$ cat config.mk
export PLATFORM = sky130hd
export DESIGN_NAME = wams_ctrl
export DESIGN_NICKNAME = d
export VERILOG_FILES = /design/src/rtl/core/wams_pkg.sv /design/src/rtl/core/wams_ctrl.sv
export SDC_FILE = /design/constraint.sdc
export NUM_CORES = 1
export LEC_CHECK = 0
export ABC_AREA = 1
export BUFFER_PORTS_ARGS = -buffer_cell sky130_fd_sc_hd__buf_2
export CORE_AREA = 4 4 41 43
export DETAILED_ROUTE_END_ITERATION = 10
export DIE_AREA = 0 0 45 47
export PLACE_DENSITY = 0.48
export SETUP_SLACK_MARGIN = 0.3
export SYNTH_ARGS = -nofsm -noshare
export SYNTH_HDL_FRONTEND = slang
export SYNTH_SLANG_ARGS = --single-unit
$ cat constraint.sdc
create_clock -name clock -period 1 [get_ports clock]
set_clock_uncertainty 0.15 [all_clocks]
set_input_delay 0.15 -clock clock [delete_from_list [all_inputs] [get_ports clock]]
set_output_delay 0.15 -clock clock [all_outputs]
set_load 0.02 [all_outputs]
$ cat src/rtl/core/wams_pkg.sv
// Types and constants of the road matrix store.
package wams_pkg;

   localparam int CITY_W       = 5;
   localparam int LEN_W        = 16;
   localparam int TOTAL_W      = 9;
   localparam int MODE_W       = 2;
   localparam int CSR_W        = 6;
   localparam int RESULT_LIMIT = 32;

   localparam logic [TOTAL_W-1:0] TOTAL_MAX = 9'd511;

   localparam logic [MODE_W-1:0] MODE_INSERT   = 2'd0;
   localparam logic [MODE_W-1:0] MODE_QUERY    = 2'd1;
   localparam logic [MODE_W-1:0] MODE_LIST     = 2'd2;
   localparam logic [MODE_W-1:0] MODE_RESERVED = 2'd3;

   typedef enum logic [1:0] {
      STAT_OK       = 2'd0,
      STAT_PRESENT  = 2'd1,
      STAT_BAD      = 2'd2,
      STAT_ISOLATED = 2'd3
   } status_type;

   typedef enum logic [2:0] {
      S_CLEAR,
      S_IDLE,
      S_LOOKUP,
      S_MIRROR,
      S_SCAN,
      S_FLUSH
   } state_type;

   typedef struct packed {
      logic accept;
      logic clear_step;
      logic lookup;
      logic mirror;
      logic scan;
      logic flush;
   } cmd_type;

   typedef struct packed {
      logic req_bad;
      logic req_list;
      logic clear_done;
      logic insert_free;
      logic scan_last;
   } stat_type;

endpackage

$ cat src/rtl/core/wams_ctrl.sv
// Sequencer of the road matrix store: clearing, lookup, insert and row scan.
module wams_ctrl (
   input  logic               clock,
   input  logic               reset,
   input  logic               start,
   output logic               busy,
   input  wams_pkg::stat_type stat,
   output wams_pkg::cmd_type  cmd
);
   import wams_pkg::*;

   state_type state_ff;
   state_type state_in;

   always_ff @(posedge clock) begin
      if (reset) begin
         state_ff <= S_CLEAR;
      end else begin
         state_ff <= state_in;
      end
   end

   always_comb begin
      state_in = state_ff;
      unique case (state_ff)
         S_CLEAR: begin
            if (stat.clear_done) state_in = S_IDLE;
         end
         S_IDLE: begin
            if (start && !stat.req_bad) begin
               state_in = stat.req_list ? S_SCAN : S_LOOKUP;
            end
         end
         S_LOOKUP: begin
            state_in = stat.insert_free ? S_MIRROR : S_IDLE;
         end
         S_MIRROR: begin
            state_in = S_IDLE;
         end
         S_SCAN: begin
            if (stat.scan_last) state_in = S_FLUSH;
         end
         S_FLUSH: begin
            state_in = S_IDLE;
         end
         default: begin
            state_in = S_IDLE;
         end
      endcase
   end

   always_comb begin
      cmd  = '0;
      busy = 1'b1;
      unique case (state_ff)
         S_CLEAR:  cmd.clear_step = 1'b1;
         S_IDLE: begin
            busy       = 1'b0;
            cmd.accept = start;
         end
         S_LOOKUP: cmd.lookup = 1'b1;
         S_MIRROR: cmd.mirror = 1'b1;
         S_SCAN:   cmd.scan   = 1'b1;
         S_FLUSH:  cmd.flush  = 1'b1;
         default:  busy       = 1'b1;
      endcase
   end

endmodule

* Word-level counts from Yosys, hierarchy flattened *
Index checks and enable logic that the tools add are counted.
Widths: inputs -> output; s select.

storage, ports and cells
  register bits after elaboration = 3
  word-level logic and storage cells = 26

operators by class
  eq/ne operators = 8
  multiplexer cells = 13
  reductions and logical operators = 4

operator list
  cell                count
  $mux 3              4
  $pmux 3 s4          1
  $mux 1              7
  $eq 3x2->1 const B  2
  $eq 3x3->1 const B  2
  $ne 2x2->1 const B  3
  $eq 3x1->1 const B  1
  $logic_not 3->1     1
  $reduce_and 3->1    1
  $mux 2              1
  $logic_and 1x1->1   1
  $logic_not 1->1     1

* Longest topological paths before layout *
Gate-level depths: netlist of run 1.

  depth after elaboration = 4
  gate-level depth with buffers = 7

* Worst setup path before layout of run 1 *
OpenSTA, ideal clock, no wires.

  kind = reg2out
  start = register state_ff[0]
  end = output cmd[0] (netlist bit)
  data arrival time = 0.969 ns
  path slack = -0.269 ns
  cell stages (with the launch flop) = 3
  buffers on the path = 0
  cells stage by stage = dfxtp_1 > inv_2 > nor3_1

RTL lines
  what                      RTL line         RTL
  start: declaration        wams_ctrl.sv:12  state_type state_ff;
  start signal: assignment  wams_ctrl.sv:19  state_ff <= state_in;
  end: declaration          wams_ctrl.sv:8   output wams_pkg::cmd_type cmd

==> metrics, run 1 <==
worst max-slew margin expressed relative to the limit 89.3%; maximum number of pins on one net before global-route repair 7; maximum number of buffers from clock root to sink 2; final worst-path cycle share 130%; number of slew-limit violations in the final report 0; violations in the final reports negative hold slack, negative setup slack; Worst EP required 0.70 ns; first-pass detailed-route iteration total 2; total of endpoints with negative setup slack in the final report 10; initial antenna violation count 0; Hold WC Path Type input pin to flip-flop; post-layout util 41.2%; maximum clock frequency 766 MHz; Clock Root Buffer clkbuf_4; detailed-route vias per instance 4.22; register with the most flip-flops state_ff; clock-pin transition on the worst setup and hold timing paths 0.04 ns; Detail Placement HPWL 554 um; width of the chip 45 um; area growth from synthesis to layout 117%; count of antenna diodes in the layout 0; final-report hold violation count 2; type of element capturing the critical path output pin; H-tree lvl count 1; site row count 13; IR Drop Worst-Case VDD 1450 uV; Seq/Total Area, Yosys 24.4%; fill cell instance count of the final layout 142; area of the multi-input gates 231 um2; number of max-cap violations 0; average routed wire per standard cell 9.90 um; Post-Route WL 772 um; number of nets still failing antenna checks after routing 0; clock period minus worst slack 1.30 ns; die boundary height 47 um; count of synthesis-stage warnings from yosys 0; combined flip-flop and latch cell area 71.3 um2; Critical Path Max Stage Delay 0.38 ns; Worst Setup Slack, final -0.305 ns; startpoint-to-endpoint class of the critical path flip-flop to output pin; critical path launch point type flip-flop; crit path max fanout 6; post-synthesis cell area 246 um2; number of nets in the final layout 72; top-level port count 15; number of cells produced by synthesis 40; number of distinct library cells after synthesis 13; Arrival @ worst endpoint 1.00 ns; launch instance of the worst min-delay path reset; via count of the first global-routing pass 318; total of flip-flops plus latches after synthesis 3; gpl congestion 0.728; ratio of total power to cell area 2540 mW/mm2; worst-path cell chain inv_6 > nand3_4 > nor2_4 > buf_6; post-synthesis net count 48; max FFs per register 3; effective utilization at floorplan 18.9%; TritonCTS clock tree done; wire length of the first global-routing pass 1.26 mm; RSZ-0062 raised after global routing true; P_leak 0.257 nW; total global routing track utilization 8.14%; fraction of final layout cells with drive strength greater than 1 71.4%; Tightest Pin Transition 0.161 ns; core outline area 0.00130 mm2; Largest regs state_ff: 3 flops; DRC violations left 0; overall die area 0.00212 mm2; mean post-synth cell area 6.16 um2; cell count of the worst hold path 2; startpoint of the most critical register-to-register path state_ff[2]; count of routing violations after the opening detailed-route iteration 2; via count 329; insertion delay of the later-clocked pin in the worst-skew pair 0.23 ns; cells on worst reg2reg path 6; # clock sinks 3; CP Launch Point state_ff[2]; final worst hold slack -0.0500 ns; total global routing overflow 0; slowest CP cell dfxtp_4; total clock buffers created by CTS 3; run status finished with violations; Port Buffer Count 14
[cell type report]
class,count,area share (%)
Timing Repair Buffer,19,26.4
Clock buffer,4,4.91
Multi-Input combinational cell,28,43.2
Sequential cell,3,13.3
Inverter,9,8.64
Tap cell,15,3.50
[routing by layer]
metal	GRT usage (%)	up-vias	share of wire [%]	routed length, um
li1	-	175	-	-
met1	9.79	147	40	310
met2	13.6	7	55	424
met3	4.60	0	4.9	38
met4	0	0	0	0
met5	0	-	0	0
[worst max-delay path: cells and delay by family, from the launching register on]
family,cells,cell delay (ns)
buf+inv,2,0.20
flops,1,0.38
simple gates,2,0.19
[cells in the mapped netlist]
library cell,instances,area [um2]
a21oi_1,1,5.00
dfxtp_1,3,60.1
inv_1,6,22.5
inv_2,3,11.3
nand2_1,5,18.8
nand3_1,4,20.0
nand3_2,3,30.0
nand3b_1,1,7.51
nand4_1,1,6.26
nor2_1,4,15.0
nor2_2,4,25.0
nor3_1,4,20.0
o21ai_0,1,5.00
[cells by family after synthesis]
group,after synthesis,synth area share [%]
AOI/OAI and AO/OA,2,4.06
DFF,3,24.4
buffers and inverters,9,13.7
and+or+nand+nor,26,57.9
[final timing paths]
check | end | slack, ns
hold / removal | state_ff[0] | -0.05
hold reg to reg | state_ff[2] | 0.56
setup / recovery | cmd[5] | -0.30
setup reg to reg | state_ff[2] | -0.19
[through the flow]
step           power, W  instance area, um2  cells  worst slack [ns]  TNS, ns
2_1_floorplan  0.000744                 313     40           -0.0912   -0.232
3_3_place_gp   0.000902                 402     69            -0.131   -0.821
3_5_place_dp   0.000897                 402     69            -0.132   -0.814
4_1_cts         0.00128                 500     77            -0.313    -2.55
5_1_grt         0.00147                 536     78            -0.368    -2.97
6_report        0.00136                 536     78            -0.305    -2.44
[layout by cell type (no fill, tap or decap), drive strengths merged]
master / synthesis / routed
nor3: 4 / 4
inv: 9 / 9
nand4: 1 / 1
clkbuf: 0 / 4
dfxtp: 3 / 3
nand3b: 1 / 1
nand2: 5 / 5
nand3: 7 / 7
o21ai: 1 / 1
nor2: 8 / 8
buf: 0 / 19
a21oi: 1 / 1
[power breakdown]
part,internal [W],switching [W],leakage (nW)
combinational,0.000392,0.000462,0.215
clock,0.000149,0.0000607,0.0150
sequential,0.000177,0.000117,0.0267
[what timing repair did]
action                                 in CTS  in global routing
setup endpoints to repair                  10                 10
endpoints found under the hold margin       2                  2
gates resized for setup                    14                  6
buffers inserted                            4                  1
pin swaps                                   2                  5
Note: power is estimated with default switching activity, not from simulation.
==> run 2, diff against run 1 <==
ABC_AREA = 0   (was 1)
PLACE_DENSITY = 0.52   (was 0.48)
==> run 2 against run 1 <==
The run still ends with negative hold slack, negative setup slack left. Clock-buffer cell count stayed put. Setup slack worse by 0.19 ns. Via count fell by 1.2%. Synthesized area grew 17%. Total power shrank 53%. Worst hold slack better by 0.038 ns. Routed wire length up 14%. Critical path depth is 1 higher. Non-clock buffer count rose by 9. Critical path type unchanged. Highest routed layer is now met4.
==> metrics, run 2 <==
run status finished with violations; violations in the final reports negative hold slack, negative setup slack; gpl congestion 0.757; final instance area 591 um2; final std cells w/o fill 74; Pint 0.000442 W; count of antenna diodes in the layout 0; fraction of final layout cells with drive strength greater than 1 81.4%; effective utilization at floorplan 22.2%; H-tree lvl count 1; largest family of logic cells by synthesized area simple AND/OR/NAND/NOR gates; slowest CP cell dfxtp_2; Simple-Gate Fraction of Synth Area 35.5%; insertion delay of the later-clocked pin in the worst-skew pair 0.24 ns; Post-Route WL 883 um; most frequent cells after synthesis nor2_1 (4), dfxtp_1 (3), nand2_1 (3); maximum number of buffers from clock root to sink 2; critical path launch point type flip-flop; startpoint of the most critical register-to-register path state_ff[2]; type of element capturing the critical path output pin; proportion of power drawn by combinational gates 42.8%; final-report hold violation count 1; worst hold endpoint state_ff[1]; commonest non-fill, non-tap cell in the layout buf_4; max FFs per register 3; area growth from synthesis to layout 104%; launch instance of the worst min-delay path reset; Tightest Pin Transition 0.278 ns; register with the most flip-flops state_ff; maximum clock frequency 667 MHz; register-to-register setup slack -0.49 ns; post-synthesis net count 38; average routed wire per standard cell 11.9 um; number of synthesized flops with an enable pin 0; overall die area 0.00212 mm2; count of routing violations after the opening detailed-route iteration 5; Yosys top cell area share 20.8%; final worst hold slack -0.0115 ns; via count of the first global-routing pass 382; number of max-cap violations 0; global-route met2 utilization 19.8%; first-pass detailed-route iteration total 2; number of distinct library cells after synthesis 20; worst slack at placement -0.470 ns; width of the chip 45 um; total global routing overflow 0; Largest regs state_ff: 3 flops; total of flip-flops plus latches after synthesis 3; total cell area at the placement stage 445 um2; die boundary height 47 um; TritonCTS clock tree done; Seq/Total Area, Yosys 20.8%; IR Drop Worst-Case VDD 541 uV; maximum number of pins on one net before global-route repair 8; worst-path cell chain buf_12 > nor3b_4 > inv_2 > buf_6 > buf_6; worst max-slew margin expressed relative to the limit 81.4%; final worst-path cycle share 150%; total global routing track utilization 10.6%; startpoint-to-endpoint class of the critical path flip-flop to output pin; Hold WC Path Type input pin to flip-flop; busiest grt layer met2; clock period minus worst slack 1.50 ns; cells on worst reg2reg path 6; RR Endpoint state_ff[2]; number of nets in the final layout 68; # clock sinks 3; dominant cells by area after synthesis dfxtp_1 (21%), o32ai_4 (9.5%), buf_6 (7.8%), a2bb2o_4 (6.9%), nor3b_4 (6.5%); clock-pin transition on the worst setup and hold timing paths 0.04 ns; top-level port count 15; wire length of the first global-routing pass 1.51 mm; mean post-synth cell area 9.63 um2; number of cells produced by synthesis 30; grt met3 use 1.15%; number of slew-limit violations in the final report 0; most common cell type on the critical path buf_6; switching power 0.000197 W; async set-reset flop share out of synthesis 0%; setup total negative slack -4.20 ns; total instance count after detailed placement 65; area fraction in compound gates after synthesis 26.4%; fill cell instance count of the final layout 140; cell with the most instances after synthesis nor2_1; sw frac 30.8%; Synth Area in XOR/XNOR 0%; P_leak 0.272 nW; total of endpoints with negative setup slack in the final report 10; post-layout util 45.4%; Worst Setup Slack, final -0.499 ns; Port Buffer Count 14; total clock buffers created by CTS 3; RSZ-0062 raised after global routing true; crit path max fanout 3; ratio of total power to cell area 1080 mW/mm2; via count 325; clock power share 34.8%; Seq pwr share 22.4%; site row count 13; most area-hungry cell type in the Yosys netlist dfxtp_1; detailed-route vias per instance 4.39; core outline area 0.00130 mm2; Critical Path Max Stage Delay 0.33 ns; Worst EP required 0.70 ns; Synth Area in Adders 0%; number of nets still failing antenna checks after routing 0; global-route met1 utilization 9.73%; post-synthesis cell area 289 um2; cell count of the worst hold path 2; Post-synth top flop dfxtp_1; most frequent cells in the layout buf_4 (13), buf_2 (7), buf_6 (7); DRC violations left 0; Arrival @ worst endpoint 1.20 ns; portion of netlist area occupied by mux cells 5.19%; initial antenna violation count 0; Clock Root Buffer clkbuf_4; count of synthesis-stage warnings from yosys 0
run 2: how the worst max path moves through the flow:
stage                 from     endpoint  slack [ns]
2_1_floorplan  state_ff[2]  state_ff[2]       -0.44
3_3_place_gp   state_ff[1]  state_ff[1]       -0.43
3_5_place_dp   state_ff[1]  state_ff[1]       -0.47
4_1_cts        state_ff[2]         busy       -0.52
5_1_grt        state_ff[2]         busy       -0.55
6_report       state_ff[2]         busy       -0.50
run 2: power groups by stage:
stage	Combinational [W]	Sequential [W]	Clock, W
after global routing	0.000292	0.000145	0.000231
final	0.000274	0.000143	0.000223
after detailed placement	0.000212	0.000147	0
after CTS	0.000273	0.000142	0.000232
after global placement	0.000208	0.000147	0
after floorplan	0.000145	0.000136	0
run 2: layout make-up:
cell class / count / area [um2] / area share, %
clock buffer: 4 / 26.3 / 4.45
inverter: 2 / 7.51 / 1.27
multi-input combinational: 22 / 240 / 40.7
sequential: 3 / 66.3 / 11.2
tap: 15 / 18.8 / 3.18
timing repair buffer: 28 / 231 / 39.2
run 2: timing repair:
action,CTS,global route
pin swaps,5,1
setup endpoints to repair,10,10
resized for setup,21,1
endpoints found under the hold margin,1,0
buffers inserted,5,0
run 2: per-layer routing:
layer  vias to the layer above  wire length, um
met3                         2               46
met4                         0               20
li1                        164                -
met2                        12              502
met1                       147              315
met5                         -                0
run 2: metrics by stage:
| step | hold WS [ns] | total power [W] |
|---|---|---|
| floorplan | 0.0897 | 0.000282 |
| global placement | 0.257 | 0.000354 |
| detailed placement | 0.257 | 0.000358 |
| CTS | -0.0171 | 0.000648 |
| global route | 0.000889 | 0.000668 |
| finish | -0.0115 | 0.000640 |
run 2: critical path, delay by kind of cell, from the launching register on:
family,cells,cell delay (ns)
buffers and inverters,4,0.43
and+or+nand+nor,1,0.20
DFF,1,0.33
run 2: cell families after synthesis:
| logic type | after synthesis |
|---|---|
| mux | 1 |
| flops | 3 |
| buf+inv | 5 |
| compound gates | 5 |
| simple gates | 16 |
==> run 3, diff against run 2 <==
CELL_PAD_IN_SITES_DETAIL_PLACEMENT = 0   (was default)
CELL_PAD_IN_SITES_GLOBAL_PLACEMENT = 1   (was default)
PLACE_DENSITY = 0.65   (was 0.52)
SETUP_SLACK_MARGIN = 0.1   (was 0.3)
==> run 3 against run 2 <==
The flow still finishes with violations (negative hold slack, negative setup slack). Critical path depth shrank 1. Fmax up 0.95%. Design area is 6.6% lower. Clock-buffer cell count is the same. First-iteration DRC count fell by 20%. Final cell count shrank 4.1%. Utilization shrank 3.0 points. Sequential share of layout area up 1.2 points.
==> metrics, run 3 (synthesis gave the netlist of run 2 again) <==
number of nets in the final layout 65; worst max-slew margin expressed relative to the limit 77.3%; maximum number of buffers from clock root to sink 2; fraction of final layout cells with drive strength greater than 1 80.4%; clock-pin transition on the worst setup and hold timing paths 0.04 ns; TritonCTS clock tree done; first-pass detailed-route iteration total 2; Largest regs state_ff: 3 flops; final-report hold violation count 1; Hold WC Path Type input pin to flip-flop; detailed-route vias per instance 4.27; total clock buffers created by CTS 3; count of antenna diodes in the layout 0; most frequent cells in the layout buf_6 (9), buf_4 (9), buf_2 (7); top-level port count 15; maximum clock frequency 674 MHz; final std cells w/o fill 71; total instance count after detailed placement 63; H-tree lvl count 1; clock period minus worst slack 1.48 ns; effective utilization at floorplan 22.2%; Port Buffer Count 14; register with the most flip-flops state_ff; setup total negative slack -4.03 ns; Detail Placement HPWL 515 um; fill cell instance count of the final layout 140; type of element capturing the critical path flip-flop; Worst Setup Slack, final -0.485 ns; worst slack at placement -0.404 ns; via count 303; average routed wire per standard cell 9.80 um; P_leak 0.256 nW; area of the multi-input gates 226 um2; count of routing violations after the opening detailed-route iteration 4; ratio of total power to cell area 1110 mW/mm2; Clock Root Buffer clkbuf_4; via count of the first global-routing pass 302; DRC violations left 0; total global routing overflow 0; wire length of the first global-routing pass 1.15 mm; max FFs per register 3; # clock sinks 3; Tightest Pin Transition 0.332 ns; overall die area 0.00212 mm2; critical path launch point type flip-flop; maximum number of pins on one net before global-route repair 9; Post-Route WL 696 um; run status finished with violations; total of endpoints with negative setup slack in the final report 10; IR Drop Worst-Case VDD 575 uV; area growth from synthesis to layout 90.9%; final worst-path cycle share 148%; die boundary height 47 um; initial antenna violation count 0; Worst EP required 0.97 ns; site row count 13; startpoint-to-endpoint class of the critical path flip-flop to flip-flop; total global routing track utilization 7.42%; Arrival @ worst endpoint 1.46 ns; final worst hold slack -0.00515 ns; insertion delay of the later-clocked pin in the worst-skew pair 0.23 ns; number of slew-limit violations in the final report 0; number of nets still failing antenna checks after routing 0; violations in the final reports negative hold slack, negative setup slack; RSZ-0062 raised after global routing true; core outline area 0.00130 mm2; gpl congestion 0.729; width of the chip 45 um; combined flip-flop and latch cell area 68.8 um2; crit path max fanout 3; number of max-cap violations 0
[run 3: final timing paths]
path,startpoint,end,slack [ns],cells after the start
max,state_ff[2],state_ff[2],-0.48,4
max reg2reg,state_ff[2],state_ff[2],-0.48,4
min,reset,state_ff[1],-0.005,2
min reg2reg,state_ff[1],state_ff[1],0.43,2
[run 3: area by class of cell]
class	instances	share of cell area, %
sequential	3	12.5
clock buffer	4	4.76
timing repair buffer	25	37.0
multi-input combinational	22	41.0
tap	15	3.40
inverter	2	1.36
[run 3: power by group]
| part | internal, W | switching (W) | total (W) |
|---|---|---|---|
| Sequential | 0.000129 | 0.0000164 | 0.000145 |
| Combinational | 0.000154 | 0.0000993 | 0.000253 |
| Clock | 0.000150 | 0.0000624 | 0.000212 |
[run 3: per-layer routing]
metal  global-route usage (%)  wire [um]
met3                     2.68         71
met2                     10.2        307
met5                        0          0
met4                     3.51          0
met1                     10.2        318
[run 3: critical path: stages, from the launching register on]
cell      delay, ns
dfxtp_2        0.32
buf_4          0.13
mux2_4         0.31
o32ai_4        0.24
a2bb2o_4       0.23
[run 3: repair_timing]
item / in CTS / in global routing
endpoints found under the hold margin: 1 / 0
pin swaps: 4 / 2
buffers inserted: 4 / 0
gates resized for setup: 18 / 5
setup endpoints to repair: 10 / 10
[run 3: per-stage QoR]
step / total power (W) / cell area [um2] / util, % / hold slack, ns
after floorplan: 0.000282 / 304 / - / 0.0897
after global placement: 0.000339 / 418 / 32.1 / 0.243
after detailed placement: 0.000338 / 418 / 32.1 / 0.242
after CTS: 0.000612 / 531 / 40.8 / -0.0127
after global routing: 0.000646 / 552 / 42.4 / 0.00710
final: 0.000610 / 552 / 42.4 / -0.00515
